### src/rtl/split_free_list_block_allocator_assert.svh
// assertion macros for the split free-list block allocator
// expects i_clk and i_rst_n in the scope where a macro is used
`ifndef SPLIT_FREE_LIST_BLOCK_ALLOCATOR_ASSERT_SVH
`define SPLIT_FREE_LIST_BLOCK_ALLOCATOR_ASSERT_SVH

// condition holds in the same cycle as the trigger
`define SFLBA_ASSERT_IMP(label, trig, cond) \
    label: assert property (@(posedge i_clk) disable iff (!i_rst_n) \
        (trig) |-> (cond)) else $error("allocator check failed");

// condition holds in the cycle after the trigger
`define SFLBA_ASSERT_NXT(label, trig, cond) \
    label: assert property (@(posedge i_clk) disable iff (!i_rst_n) \
        (trig) |=> (cond)) else $error("allocator check failed");

`endif

### src/rtl/sflba_ram.sv
// generic single-port-write, single-port-read ram with registered read
// no dependencies
`timescale 1ns / 1ps

module sflba_ram #(
    parameter int WIDTH = 8,
    parameter int DEPTH = 16
) (
    input  logic                     i_clk,
    input  logic                     i_we,
    input  logic [$clog2(DEPTH)-1:0] i_waddr,
    input  logic [WIDTH-1:0]         i_wdata,
    input  logic                     i_re,
    input  logic [$clog2(DEPTH)-1:0] i_raddr,
    output logic [WIDTH-1:0]         o_rdata
);

    logic [WIDTH-1:0] r_mem [DEPTH];
    logic [WIDTH-1:0] r_rdata;

    always_ff @(posedge i_clk) begin
        if (i_we) begin
            r_mem[i_waddr] <= i_wdata;
        end
        if (i_re) begin
            r_rdata <= r_mem[i_raddr];
        end
    end

    assign o_rdata = r_rdata;

endmodule

### config.mk
export PLATFORM = sky130hd
export DESIGN_NAME = sflba_ram
export DESIGN_NICKNAME = d
export VERILOG_FILES = /design/src/rtl/split_free_list_block_allocator_assert.svh /design/src/rtl/sflba_ram.sv
export SDC_FILE = /design/constraint.sdc
export NUM_CORES = 1
export LEC_CHECK = 0
export ABC_CLOCK_PERIOD_IN_PS = 2380
export BUFFER_PORTS_ARGS = -buffer_cell sky130_fd_sc_hd__buf_2
export CORE_MARGIN = 2
export CORE_UTILIZATION = 46
export CTS_BUF_LIST = sky130_fd_sc_hd__clkbuf_8 sky130_fd_sc_hd__clkbuf_16
export CTS_CLUSTER_SIZE = 30
export DETAILED_ROUTE_END_ITERATION = 10
export GPL_ROUTABILITY_DRIVEN = 1
export PLACE_DENSITY_LB_ADDON = 0.2
export SLEW_MARGIN = 20
export SYNTH_ARGS = -nofsm -noshare
export SYNTH_HDL_FRONTEND = slang
export SYNTH_SLANG_ARGS = --single-unit
### constraint.sdc
create_clock -name i_clk -period 2.38 [get_ports i_clk]
set_clock_uncertainty 0.1 [all_clocks]
set_input_delay 0.714 -clock i_clk [delete_from_list [all_inputs] [get_ports i_clk]]
set_output_delay 0.714 -clock i_clk [all_outputs]
set_load 0.02 [all_outputs]
---- Yosys cells after proc, flatten, opt, wreduce, memory -nomap -nowiden ----
Memories as Yosys holds them, arrays and structs flattened. A register that Yosys moved wholly into a read port is not among the register bits.
Cells that the tools add are included.
storage, ports and cells
  input port bits ......................... 19
  memories kept ........................... 1
  latch bits .............................. 0
  bits in read-only memories .............. 0
  register bits after elaboration ......... 0
  RAM bits ................................ 128
memory list
  name   depth  width  read ports  clocked after Yosys merged registers in  write ports  line             RTL
  r_mem  16     8      1           1                                        1            sflba_ram.sv:18  logic [WIDTH-1:0] r_mem [DEPTH];
operators by class
  eq/ne operators ......................... 0
  multiply operators ...................... 0
  magnitude comparators ................... 0
  shifts and indexed selects .............. 0
  divide/modulo/power cells ............... 0
  bitwise logic cells ..................... 0
  reductions and logical operators ........ 0
  muxes and demuxes ....................... 2
  add/sub/neg operators ................... 0
operators with widths
  operator          count
  1-bit 2-to-1 mux  2

---- Depth between registers and ports, before layout ----
  depth after elaboration ................. 2
  mapped depth ............................ 5

---- Worst setup path before layout ----
OpenSTA, ideal clock, no wires.
  path kind ............................... in2reg
  start point ............................. input port i_waddr[2]
  end point ............................... memory r_mem[0][0] (enable)
  slack ................................... 0.073 ns
  buffers on the path ..................... 0
  arrival ................................. 1.824 ns
  stages on the path ...................... 2
  cell sequence ........................... or3b_2 -> nor3_1
RTL lines
  element             line             RTL
  start: declaration  sflba_ram.sv:11  input logic [$clog2(DEPTH)-1:0] i_waddr,
  end: declaration    sflba_ram.sv:18
Straight into the memory's write port.

==> flow_metrics.env <==
export IMPL_cts_root_buf="clkbuf_16"
export IMPL_worstPathRequired_ns=2.43
export IMPL_pre_cts_slack_ns=0.000394
export IMPL_yosysWarnings=0
export IMPL_fmax_mhz=516
export IMPL_fillers=811
export IMPL_ys_top_cells_by_area="edfxtp_1 78%, mux4_2 7.8%, mux4_1 7.0%"
export IMPL_rsz0062_at_grt="no"
export IMPL_wl_microns=10200
export IMPL_numPortBuffers=26
export IMPL_synth_compound_area_share_pct=2.30
export IMPL_antennaDiodeCount=0
export IMPL_seq_area_sq_mm=0.00408
export IMPL_setup_viol_count_final=0
export IMPL_synth_ff_latch_count=136
export IMPL_synth_cells=229
export IMPL_drt_iter0_markers=140
export IMPL_max_vdd_ir_drop_v=0.000419
export IMPL_io_pins=27
export IMPL_hold_violations=0
export IMPL_clk_pin_slew_ns=0.06
export IMPL_rows=38
export IMPL_synth_top_area_cell="edfxtp_1"
export IMPL_crit_arrival_ns=1.99
export IMPL_area_delta_synth_final_pct=18.9
export IMPL_grt_use_total_pct=18.5
export IMPL_synth_area_mux_share_pct=14.8
export IMPL_die_w_microns=111
export IMPL_end_kind="register"
export IMPL_vias_per_cell=5.69
export IMPL_grt_pass1_vias=2638
export IMPL_maxSlewViolCount=0
export IMPL_startpoint_type="input pin"
export IMPL_grt_remaining_overflow=0
export IMPL_syn_num_nets=248
export IMPL_place_congestion=0.736
export IMPL_clock_latency_ns=0.41
export IMPL_fin_ws_ns=0.443
export IMPL_powerDensity_mw_per_mm2=874
export IMPL_final_cells=440
export IMPL_grt_max_degree=23
export IMPL_coreArea_sq_mm=0.0110
export IMPL_drc=0
export IMPL_antenna_found_initial=0
export IMPL_cts_hold_buf=0
export IMPL_path_max_fanout=22
export IMPL_ant_nets=0
export IMPL_leakage_nw=2.11
export IMPL_avgRoutedWirePerCell_microns=23.3
export IMPL_finalPower_w=0.00543
export IMPL_min_period_over_period_pct=81.4
export IMPL_final_util_pct=56.6
export IMPL_cts_inserted_buffers=17
export IMPL_synth_xor_area_share_pct=0
export IMPL_cts_sinks=136
export IMPL_drive_gt1_share_pct=32.3
export IMPL_min_period_ns=1.94
export IMPL_yosysTopAreaCellShare_pct=78.1
export IMPL_die_y_microns=111
export IMPL_avgSynthCellArea_sq_um=22.8
export IMPL_netlist_area_sq_mm=0.00523
export IMPL_reg2reg_slack_ns=0.79
export IMPL_synthAdderAreaFrac_pct=0
export IMPL_synth_cell_type_count=18
export IMPL_cts_max_level=4
export IMPL_relSlewSlack_pct=70.2
export IMPL_tightest_slew_ns=0.447
export IMPL_initial_core_util_pct=47.6
export IMPL_first_pass_iters=4
export IMPL_nets=306
export IMPL_synth_simple_area_share_pct=3.14
export IMPL_cts_resized=0
export IMPL_cts_tree="yes"
export IMPL_multiInputGateArea_sq_mm=0.00106
export IMPL_yosysSeqAreaShare_pct=78.1
export IMPL_fin_tns_setup_ns=0
export IMPL_hold_class="input pin to register"
export IMPL_cts_buffer_depth=2
export IMPL_post_cts_buffers=0
export IMPL_max_cap_viol_count=0
export IMPL_grt_pass1_wl_microns=16200
export IMPL_dp_cells=408
export IMPL_synth_top_family_by_area="multiplexers"
export IMPL_die_area_sq_mm=0.0122
export IMPL_dp_hpwl_microns=6560
export IMPL_vias=2503
export IMPL_worstSetupPathType="input pin to register"
export IMPL_status="completed"
state kept, by name (all words and copies together) (netlist names):
| register | flops |
|---|---|
| o_rdata | 8 |
| r_mem | 128 |
cell families (layout without fill, tap and decap cells):
logic type,Yosys count,after routing
multiplexers,32,32
flip-flops,136,136
buffers and inverters,10,81
AND/OR/NAND/NOR,35,35
AO/OA/AOI/OAI,16,16
worst max-delay path: stages:
cell and delay [ns]:
buf_2 0.14, buf_12 0.21, mux4_1 0.58, a22oi_1 0.23
nand2_1 0.09
area by class of cell:
class,count,area share (%)
Clock inverter,15,2.17
Tap cell,140,2.82
Sequential cell,136,65.7
Clock buffer,17,6.84
Multi-Input combinational cell,83,17.0
Timing Repair Buffer,49,5.47
per-stage QoR:
step           hold slack [ns]  cell area [sq um]
2_1_floorplan            0.605               5230
3_3_place_gp             0.633               5660
3_5_place_dp             0.644               5660
4_1_cts                  0.571               6220
5_1_grt                  0.577               6220
6_report                 0.582               6220
synthesized netlist by cell type, drive strengths merged:
library cell,count
and2,1
nand3,1
nor2b,1
buf,7
clkdlybuf4s25,3
edfxtp,136
nand2,9
or3b,1
nor2,13
a22oi,16
and2b,1
mux4,32
nand2b,2
nor3,4
nand3b,2
layout by cell type (no fill, tap or decap):
master and count:
a22oi_1 16, and2_1 1, and2b_1 1, buf_12 3
buf_2 26, buf_4 20, bufinv_16 2, clkbuf_16 17
clkinv_1 3, clkinv_2 5, clkinvlp_4 4, edfxtp_1 136
inv_6 1, mux4_1 14, mux4_2 18, nand2_1 9
nand2b_1 2, nand3_1 1, nand3b_1 2, nor2_1 13
nor2b_1 1, nor3_1 4, or3b_2 1
power breakdown:
part | internal [W] | switching (W)
Clock | 0.00152 | 0.000931
Combinational | 0.000111 | 0.000157
Sequential | 0.00270 | 0.0000132
Total | 0.00433 | 0.00110
worst paths after layout:
| check | start | endpoint | depth (start not counted) |
|---|---|---|---|
| max reg2reg | r_mem[5][1]$_DFFE_PP_ | o_rdata[1]$_DFFE_PP_ | 3 |
| min | i_wdata[6] | r_mem[7][6]$_DFFE_PP_ | 1 |
| max | i_raddr[0] | o_rdata[4]$_DFFE_PP_ | 5 |
| min reg2reg | r_mem[11][1]$_DFFE_PP_ | o_rdata[1]$_DFFE_PP_ | 3 |
layer usage:
metal / vias to the layer above / share of wire [%] / global-route usage (%) / wire length (microns)
li1: 1100 / - / - / -
met5: - / 0 / 0 / 0
met2: 71 / 49 / 27.0 / 4970
met3: 12 / 5.2 / 4.83 / 537
met4: 0 / 1.5 / 7.25 / 154
met1: 1320 / 45 / 26.9 / 4580
(Power assumes the default switching activity.)
