===== src/rtl/split_free_list_block_allocator_assert.svh =====
// assertion macros for the split free-list block allocator
// expects i_clk and i_rst_n in the scope where a macro is used
`ifndef SPLIT_FREE_LIST_BLOCK_ALLOCATOR_ASSERT_SVH
`define SPLIT_FREE_LIST_BLOCK_ALLOCATOR_ASSERT_SVH

// condition holds in the same cycle as the trigger
`define SFLBA_ASSERT_IMP(label, trig, cond) \
    label: assert property (@(posedge i_clk) disable iff (!i_rst_n) \
        (trig) |-> (cond)) else $error("allocator check failed");

// condition holds in the cycle after the trigger
`define SFLBA_ASSERT_NXT(label, trig, cond) \
    label: assert property (@(posedge i_clk) disable iff (!i_rst_n) \
        (trig) |=> (cond)) else $error("allocator check failed");

`endif


===== src/rtl/sflba_pkg.sv =====
// shared types and constants of the split free-list block allocator
// no dependencies
`timescale 1ns / 1ps

package sflba_pkg;

    localparam int ADDR_W      = 12;
    localparam int ADDR_UNITS  = 1 << ADDR_W;
    localparam int LEVEL_W     = 3;
    localparam int LEVELS_DEF  = 8;
    localparam int CHUNKS_DEF  = 16;

    // list entry: valid flag plus unit address
    typedef struct packed {
        logic              vld;
        logic [ADDR_W-1:0] addr;
    } t_link;

    localparam int LINK_W = $bits(t_link);

    // write request to the list head registers
    typedef struct packed {
        logic  en;
        t_link data;
    } t_head_wr;

    typedef enum logic {
        ACT_ALLOC = 1'b0,
        ACT_FREE  = 1'b1
    } t_action;

    typedef enum logic [1:0] {
        S_IDLE,
        S_POP,
        S_SPLIT,
        S_DONE
    } t_state;

endpackage


===== src/rtl/sflba_heads.sv =====
// free-list head registers, one per level, with search for a non-empty list
// depends on sflba_pkg
`timescale 1ns / 1ps

module sflba_heads import sflba_pkg::*; #(
    parameter int LEVELS = LEVELS_DEF,
    parameter int LVL_W  = (LEVELS > 1) ? $clog2(LEVELS) : 1
) (
    input  logic               i_clk,
    input  logic               i_rst_n,
    input  t_head_wr           i_wr,
    input  logic [LVL_W-1:0]   i_wr_idx,
    input  logic [LVL_W-1:0]   i_rd_idx,
    output t_link              o_rd_data,
    input  logic [LEVEL_W-1:0] i_lvl,
    output logic               o_found,
    output logic [LVL_W-1:0]   o_found_idx
);

    t_link r_head [LEVELS];

    always_ff @(posedge i_clk) begin
        if (!i_rst_n) begin
            for (int i = 0; i < LEVELS; i++) begin
                r_head[i] <= '0;
            end
        end else if (i_wr.en) begin
            r_head[i_wr_idx] <= i_wr.data;
        end
    end

    assign o_rd_data = r_head[i_rd_idx];

    // lowest non-empty list at or above the requested level
    always_comb begin
        o_found     = 1'b0;
        o_found_idx = '0;
        for (int i = LEVELS - 1; i >= 0; i--) begin
            if (i >= int'(i_lvl) && r_head[i].vld) begin
                o_found     = 1'b1;
                o_found_idx = LVL_W'(i);
            end
        end
    end

endmodule


===== config.mk =====
export PLATFORM = sky130hd
export DESIGN_NAME = sflba_heads
export DESIGN_NICKNAME = d
export VERILOG_FILES = /design/src/rtl/split_free_list_block_allocator_assert.svh /design/src/rtl/sflba_pkg.sv /design/src/rtl/sflba_heads.sv
export SDC_FILE = /design/constraint.sdc
export NUM_CORES = 1
export LEC_CHECK = 0
export ABC_AREA = 0
export BUFFER_PORTS_ARGS = -buffer_cell sky130_fd_sc_hd__buf_2
export CORE_ASPECT_RATIO = 0.5
export CORE_MARGIN = 2
export CORE_UTILIZATION = 50
export CTS_CLUSTER_SIZE = 12
export DETAILED_ROUTE_END_ITERATION = 7
export GPL_TIMING_DRIVEN = 0
export PLACE_DENSITY = 0.71
export SKIP_CTS_REPAIR_TIMING = 1
export SYNTH_ARGS = -nofsm -noshare
export SYNTH_HDL_FRONTEND = slang
export SYNTH_SLANG_ARGS = --single-unit

===== constraint.sdc =====
create_clock -name i_clk -period 2.5 [get_ports i_clk]
set_clock_uncertainty 0.2 [all_clocks]
set_input_delay 0.125 -clock i_clk [delete_from_list [all_inputs] [get_ports i_clk]]
set_output_delay 0.125 -clock i_clk [all_outputs]
set_load 0.02 [all_outputs]

# == After elaboration in Yosys (flattened, before gate mapping) ==
# Memory sizes are Yosys's and may differ from the RTL's.
# Cells that the tools add are included.
# word_totals
mem_bits_rw,104
n_memories,1
word_cells,39
regBits,0
output_inout_bits,17
# memory_table
memory,words,width,read_ports,rd_clocked_by_memory_dff,write_ports,line_no,rtl
r_head,8,13,9,0,8,sflba_heads.sv:20,t_link r_head [LEVELS];
# op_classes
n_mux,23
reduce_logical,8
n_lt_le_gt_ge,7
# ops
op,n
2-to-1 mux 3 bit,9
2-to-1 mux 1 bit,13
2-to-1 mux 13 bit,1
OR reduction 13 bit,1
greater-or-equal comparator 3 bit (first input constant),3
logical AND 1 bit,7
greater-or-equal comparator 1 x 3 -> 1 bit (first input constant),2
greater-or-equal comparator 2 x 3 -> 1 bit (first input constant),2

# == Depth between registers and ports, before layout ==
# Gate-level depths: netlist (run 1).
# depth
ltp_word,9
mapped_depth,5
mapped_depth_nobuf,4

# == Worst setup path before layout (run 1) ==
# OpenSTA, ideal clock, no wires.
# synth_timing
kind,input to register
startpoint,in i_rst_n
endpoint,"mem r_head[5][0] (netlist name), enable pin"
required_time_ns,1.899
setup_time_ns,0.401
slack_ns,0.406
n_path_buf,1
stages,3
t_arrival_ns,1.493
path_cell_list,clkbuf_2 > nand3_1 > o21ai_0
# synth_lines
element,line_no,rtl
start: declaration,sflba_heads.sv:10,"input logic i_rst_n,"
end: declaration,sflba_heads.sv:20,

==> metrics.md, run 1 <==
| Metric | Value |
|---|---|
| Io pins | `42` |
| Max-Cap Viols | `0` |
| Final ANT Viol Nets | `0` |
| Core Area | `9540 sq um` |
| Tot GR Track Use | `0.2133` |
| Most frequent cells in the layout | `and2_1, edfxtp_1, buf_2` |
| Die area | `roughly 11000 sq um` |
| Clock slew at reported path FFs | `around 0.07 ns` |
| P_leak | `between 2 and 2.5 nW` |
| Vias | `2897` |
| Vias in the first global route | `2875` |
| Vias per std cell | `between 5 and 6` |
| N_diodes | `0` |
| Max Clock Freq | `~460 MHz` |
| Slew HR | `0.3856` |
| Max FFs per register | `104` |
| Peak supply drop | `0.5249 mV` |
| Synth Instances | `314` |
| Post-route setup slack | `0.3376 ns` |
| Total power | `3.806 mW` |
| RSZ-0062 raised after global routing | `no` |
| Crit Path Class | `primary input to output pin` |
| Die height | `74.39 um` |
| Initial Utilization | `0.5193` |
| DP Wirelength | `around 7.4 mm` |
| Nets | `405` |
| Cell Rows | `25` |
| Drt first-iter violations | `320` |
| Top reg by flops | `r_head` |
| Avg WL per Cell | `20.90 um` |
| Post-Syn Area | `roughly 5000 sq um` |
| Pre-CTS setup slack | `0.1785 ns` |
| Post-synthesis cell type count | `26` |
| Yosys reg bits | `around 100` |
| Biggest regs | `r_head (104)` |
| Crit path arrival time | `1.84 ns` |
| Startpoint types | `primary input` |
| Crit. End Element | `output pin` |
| IO buf count | `37` |
| Area grow syn2layout | `16.52%` |
| Outcome | `finished clean` |
| Gpl congestion | `0.7634` |
| Worst-path fanout max | `10` |
| Post-synthesis area per instance | `15.78 sq um` |
| Clock buffer count from CTS | `9` |
| Hold Crit Depth | `3` |
| Layout cell share with drive strength beyond 1 | `0.1948` |
| CTS H-tree lvls | `3` |
| Final setup viols | `0` |
| DRC | `0` |
| Crit path time final | `2.162 ns` |
| Clock tree sinks | `104` |
| Pwr Density | `659.3 nW/um^2` |
| YS warnings | `0` |
| Fillers | `718` |
| CTS root buffer | `clkbuf_16` |
| Bufs on Longest Clock Path | `2` |
| Worst-Margin Slew | `0.9154 ns` |
| Max-slew violations | `0` |
| Commonest non-fill, non-tap cell in the layout | `and2_1` |
| Final worst path period share | `0.8650` |
| WL final | `10.87 mm` |
| 1st-pass router iterations | `5` |
| Worst min path class | `primary input to flip-flop` |
| Initial antenna violation count | `0` |
| Post-Route Utilization | `0.6051` |
| Final Hold Viols | `0` |
| Seq/Total Area, Yosys | `0.6303` |
| Die width | `roughly 140 um` |
| First-pass GRT wire length | `around 16 mm` |
| Worst EP required | `between 2 and 2.5 ns` |
| Total gr overflow | `0` |
| CTS tree | `built` |
| Largest net degree at the start of global routing | `16` |
| Net Count, Synth | `339` |
per-layer routing:
layer  part of all wire  vias to the layer above  GRT usage
met5                  0                        -          0
met3              0.066                        2    0.03799
met4             0.0022                        0    0.04207
li1                   -                     1322          -
met2               0.47                      115     0.3428
met1               0.46                     1458     0.3142
stage by stage:
step                std cells  setup TNS, ns  cell area [sq um]  hold WS (ns)
floorplan                 314              0               4955        0.1232
global placement          486         -34.73               5309        0.2733
detailed placement        491              0               5361        0.2913
CTS                       507              0               5643      -0.04818
global route              520              0               5773        0.1359
finish                    520              0               5773        0.1173
cell type report:
type / instances / area [sq um] / area share
clock buffer: 12 / 236.5 / 0.04096
tap: 135 / 168.9 / 0.02926
inverter: 3 / 11.26 / 0.001951
clock inverter: 4 / 45.04 / 0.007802
timing repair buffer: 55 / 364.1 / 0.06307
buffer: 17 / 88.84 / 0.01539
sequential: 104 / 3123 / 0.5410
multi-input combinational: 190 / 1735 / 0.3006
path summary, 6_finish.rpt:
check	slack [ns]	end	start
worst max-delay path	0.34	o_rd_data[0]	i_rd_idx[1]
worst min-delay path	0.12	r_head[4][0]	i_wr_idx[1]
critical path: stages:
cell      delay, ns
buf_2          0.20
clkbuf_1       0.61
mux4_1         0.46
mux2_2         0.29
buf_2          0.16
cells in the mapped netlist:
cell type	instances	area, sq um
a2111oi_0	1	8.760
a21boi_0	2	15.01
a21oi_1	3	15.01
a31oi_1	1	6.260
and2_1	105	656.9
buf_2	1	5.000
buf_6	3	33.78
clkbuf_1	12	45.04
clkbuf_2	1	5.000
edfxtp_1	104	3123
inv_1	3	11.26
mux2_2	13	146.4
mux4_1	24	630.6
mux4_2	2	45.04
nand2_1	2	7.510
nand2b_1	4	25.02
nand3_1	3	15.01
nand3b_1	1	7.510
nor2_1	9	33.78
nor2b_1	3	18.77
nor3_1	3	15.01
nor3_2	1	10.01
o211a_1	1	10.01
o21ai_0	10	50.05
o22ai_1	1	6.260
o2bb2ai_1	1	8.760
report_power, final:
| part | internal, mW | switching, mW | total [mW] |
|---|---|---|---|
| clock network | 0.771 | 0.567 | 1.34 |
| registers | 2.03 | 0.0315 | 2.06 |
| logic | 0.181 | 0.229 | 0.409 |
| total | 2.98 | 0.827 | 3.81 |
kinds of logic after synthesis:
group / count (synthesis) / synth area share
muxes: 39 / 0.1659
AOI/OAI and AO/OA: 20 / 0.02424
buffers and inverters: 20 / 0.02020
and+or+nand+nor: 131 / 0.1593
DFF: 104 / 0.6303
Power figures use the tool's default switching activity.
==> run 2, diff against run 1 <==
--- a/config.mk
+++ b/config.mk
@@ -12,7 +12,7 @@
 export CORE_UTILIZATION = 50
 export CTS_CLUSTER_SIZE = 12
 export DETAILED_ROUTE_END_ITERATION = 7
-export GPL_TIMING_DRIVEN = 0
+export GPL_TIMING_DRIVEN = 1
 export PLACE_DENSITY = 0.71
 export SKIP_CTS_REPAIR_TIMING = 1
 export SYNTH_ARGS = -nofsm -noshare
==> constraint.sdc (replaced) <==
create_clock -name i_clk -period 2.5 [get_ports i_clk]
set_clock_uncertainty 0.2 [all_clocks]
set_input_delay 0.125 -clock i_clk [delete_from_list [all_inputs] [get_ports i_clk]]
set_output_delay 0.125 -clock i_clk [all_outputs]
set_load 0.01 [all_outputs]
==> run 2 against run 1 <==
Compared with the run above:
- setup slack gained 0.036 ns
- sequential power barely moved
- design area grew 0.91%
- flip-flop and latch count unchanged
- first-iteration DRC count is 17% lower
- hold slack got worse by 0.036 ns
- total power decreased by 0.16%
==> metrics.md, run 2 (same netlist as run 1, synthesis figures left out) <==
| Metric | Value |
|---|---|
| Outcome | `finished clean` |
| Biggest regs | `r_head (104)` |
| Clock slew at reported path FFs | `0.07 ns (about the same)` |
| RSZ-0062 raised after global routing | `no` |
| Bufs on Longest Clock Path | `2 (unchanged)` |
| DRC | `0 (unchanged)` |
| Clock Power Share | `0.359 (+0.007)` |
| Clock tree sinks | `104 (unchanged)` |
| Crit path arrival time | `1.80 ns (-0.04 ns)` |
| Sw Share | `0.2152 (-0.002115)` |
| Worst path depth | `5 (unchanged)` |
| Fillers | `723 (+0.70%)` |
| Area grow syn2layout | `17.58%` |
| Io pins | `42 (unchanged)` |
| Max-Cap Viols | `0 (unchanged)` |
| Nets | `406 (+0.25%)` |
| CP bufs+invs | `1 (-2)` |
| TNS Setup | `0 ns (unchanged)` |
| Area of the multi-input gates | `1732 sq um (-0.22%)` |
| Layout cell share with drive strength beyond 1 | `0.2306 (+0.03576)` |
| Max-slew violations | `0 (unchanged)` |
| Internal power | `2.982 mW (+0.11%)` |
| Final worst path period share | `0.8505 (-0.01448)` |
| Worst EP required | `2.17 ns (about the same)` |
| Peak supply drop | `0.4015 mV (-24%)` |
| Initial Utilization | `0.5193 (unchanged)` |
| 1st-pass router iterations | `5 (unchanged)` |
| Finished Cell Area | `5826 sq um (+0.91%)` |
| Die width | `144.8 um (unchanged)` |
| Largest net degree at the start of global routing | `18 (+2)` |
| Placed Instance Area | `5408 sq um (+0.86%)` |
| Reg power frac | `0.543 (+0.002)` |
| Die area | `10770 sq um (unchanged)` |
| Crit Path Class | `flip-flop to output pin` |
| Max FFs per register | `104 (unchanged)` |
| Avg WL per Cell | `20.46 um (-2.1%)` |
| Register area | `3123 sq um (unchanged)` |
| Pwr Density | `652.4 nW/um^2 (-1.1%)` |
| N_diodes | `0 (unchanged)` |
| Worst-Margin Slew | `0.5207 ns (-0.3947 ns)` |
| Total gr overflow | `0 (unchanged)` |
| Final hold slack | `0.08098 ns (-0.03637 ns)` |
| Initial antenna violation count | `0 (unchanged)` |
| Slowest-stage cell, CP | `edfxtp_1` |
| CTS H-tree lvls | `3 (unchanged)` |
| DP Wirelength | `6.901 mm (-6.7%)` |
| Gpl congestion | `0.7950 (+4.1%)` |
| Vias | `2889 (-0.28%)` |
| CTS tree | `built` |
| Cell Rows | `25 (unchanged)` |
| Commonest non-fill, non-tap cell in the layout | `and2_1` |
| Worst min path class | `primary input to flip-flop` |
| Core Area | `9540 sq um (unchanged)` |
| WL final | `10.66 mm (-1.9%)` |
| Slew HR | `0.6516 (+0.2660)` |
| CTS root buffer | `clkbuf_16` |
| Vias in the first global route | `2922 (+1.6%)` |
| Most frequent cells in the layout | `and2_1, edfxtp_1, buf_2` |
| IO buf count | `41 (+11%)` |
| Crit-path leading delay family | `compound AO/OA/AOI/OAI gates` |
| Hold Crit Depth | `2 (-1)` |
| Final ANT Viol Nets | `0 (unchanged)` |
| Crit path time final | `2.126 ns (-0.03620 ns)` |
| Drt first-iter violations | `265 (-17%)` |
| Vias per std cell | `5.545 (-0.47%)` |
| Critical-path cell list | `nor2b_1 > a2111oi_0 > a21oi_1 > o211a_1 > buf_2` |
| P_leak | `2.182 nW (+2.7%)` |
| Final Hold Viols | `0 (unchanged)` |
| Top reg by flops | `r_head` |
| First-pass GRT wire length | `16.30 mm (+0.90%)` |
| Startpoint types | `flip-flop` |
| Max Clock Freq | `470.3 MHz (+1.7%)` |
| Tot GR Track Use | `0.2187 (+0.005374)` |
| Worst-path fanout max | `4 (-6)` |
| Crit. End Element | `output pin` |
| Die height | `74.39 um (unchanged)` |
| Clock buffer count from CTS | `9 (unchanged)` |
| Final setup viols | `0 (unchanged)` |
| CP peak stage delay | `0.45 ns (-0.16 ns)` |
| Sw Pwr | `0.8180 mW (-1.1%)` |
| Comb pwr share | `0.099 (-0.009)` |
## run 2: cell count changes in the layout (fill, tap and decap cells not counted), moves of 2 or more
cell	delta
clkbuf_1	-14
buf_6	-6
buf_4	+15
buf_12	+2
buf_2	+3
## run 2: cell type report
| cell class | instances | area share |
|---|---|---|
| Sequential cell | 104 | 0.5361 |
| Tap cell | 135 | 0.02899 |
| Timing Repair Buffer | 73 | 0.08634 |
| Clock inverter | 6 | 0.01009 |
| Inverter | 3 | 0.001933 |
| Multi-Input combinational cell | 190 | 0.2973 |
| Clock buffer | 10 | 0.03930 |
## run 2: path summary, 6_finish.rpt
kind	start	end	slack [ns]
hold / removal	i_rst_n	r_head[0][6]	0.08
setup / recovery	r_head[1][12]	o_found_idx[0]	0.37
## run 2: stage by stage
stage	std cells	power, mW	util	worst slack (ns)
2_1_floorplan	314	2.299	-	0.4057
3_3_place_gp	492	2.442	0.5668	0.5747
3_5_place_dp	492	2.463	0.5668	0.5412
4_1_cts	508	3.802	0.5970	0.3905
5_1_grt	521	3.919	0.6106	0.3143
6_report	521	3.800	0.6106	0.3738
## run 2: power groups by stage
stage	clock, mW	combinational, mW	sequential, mW
CTS	1.38	0.363	2.06
detailed placement	0	0.362	2.10
finish	1.36	0.375	2.06
global route	1.44	0.408	2.07
floorplan	0	0.219	2.08
global placement	0	0.351	2.09
## run 2: metal layers
metal | vias up | share of wire | GRT usage
met5 | - | 0 | 0
met4 | 0 | 0.014 | 0.08630
met3 | 15 | 0.098 | 0.05860
met2 | 138 | 0.46 | 0.3276
met1 | 1411 | 0.43 | 0.3117
li1 | 1325 | - | -
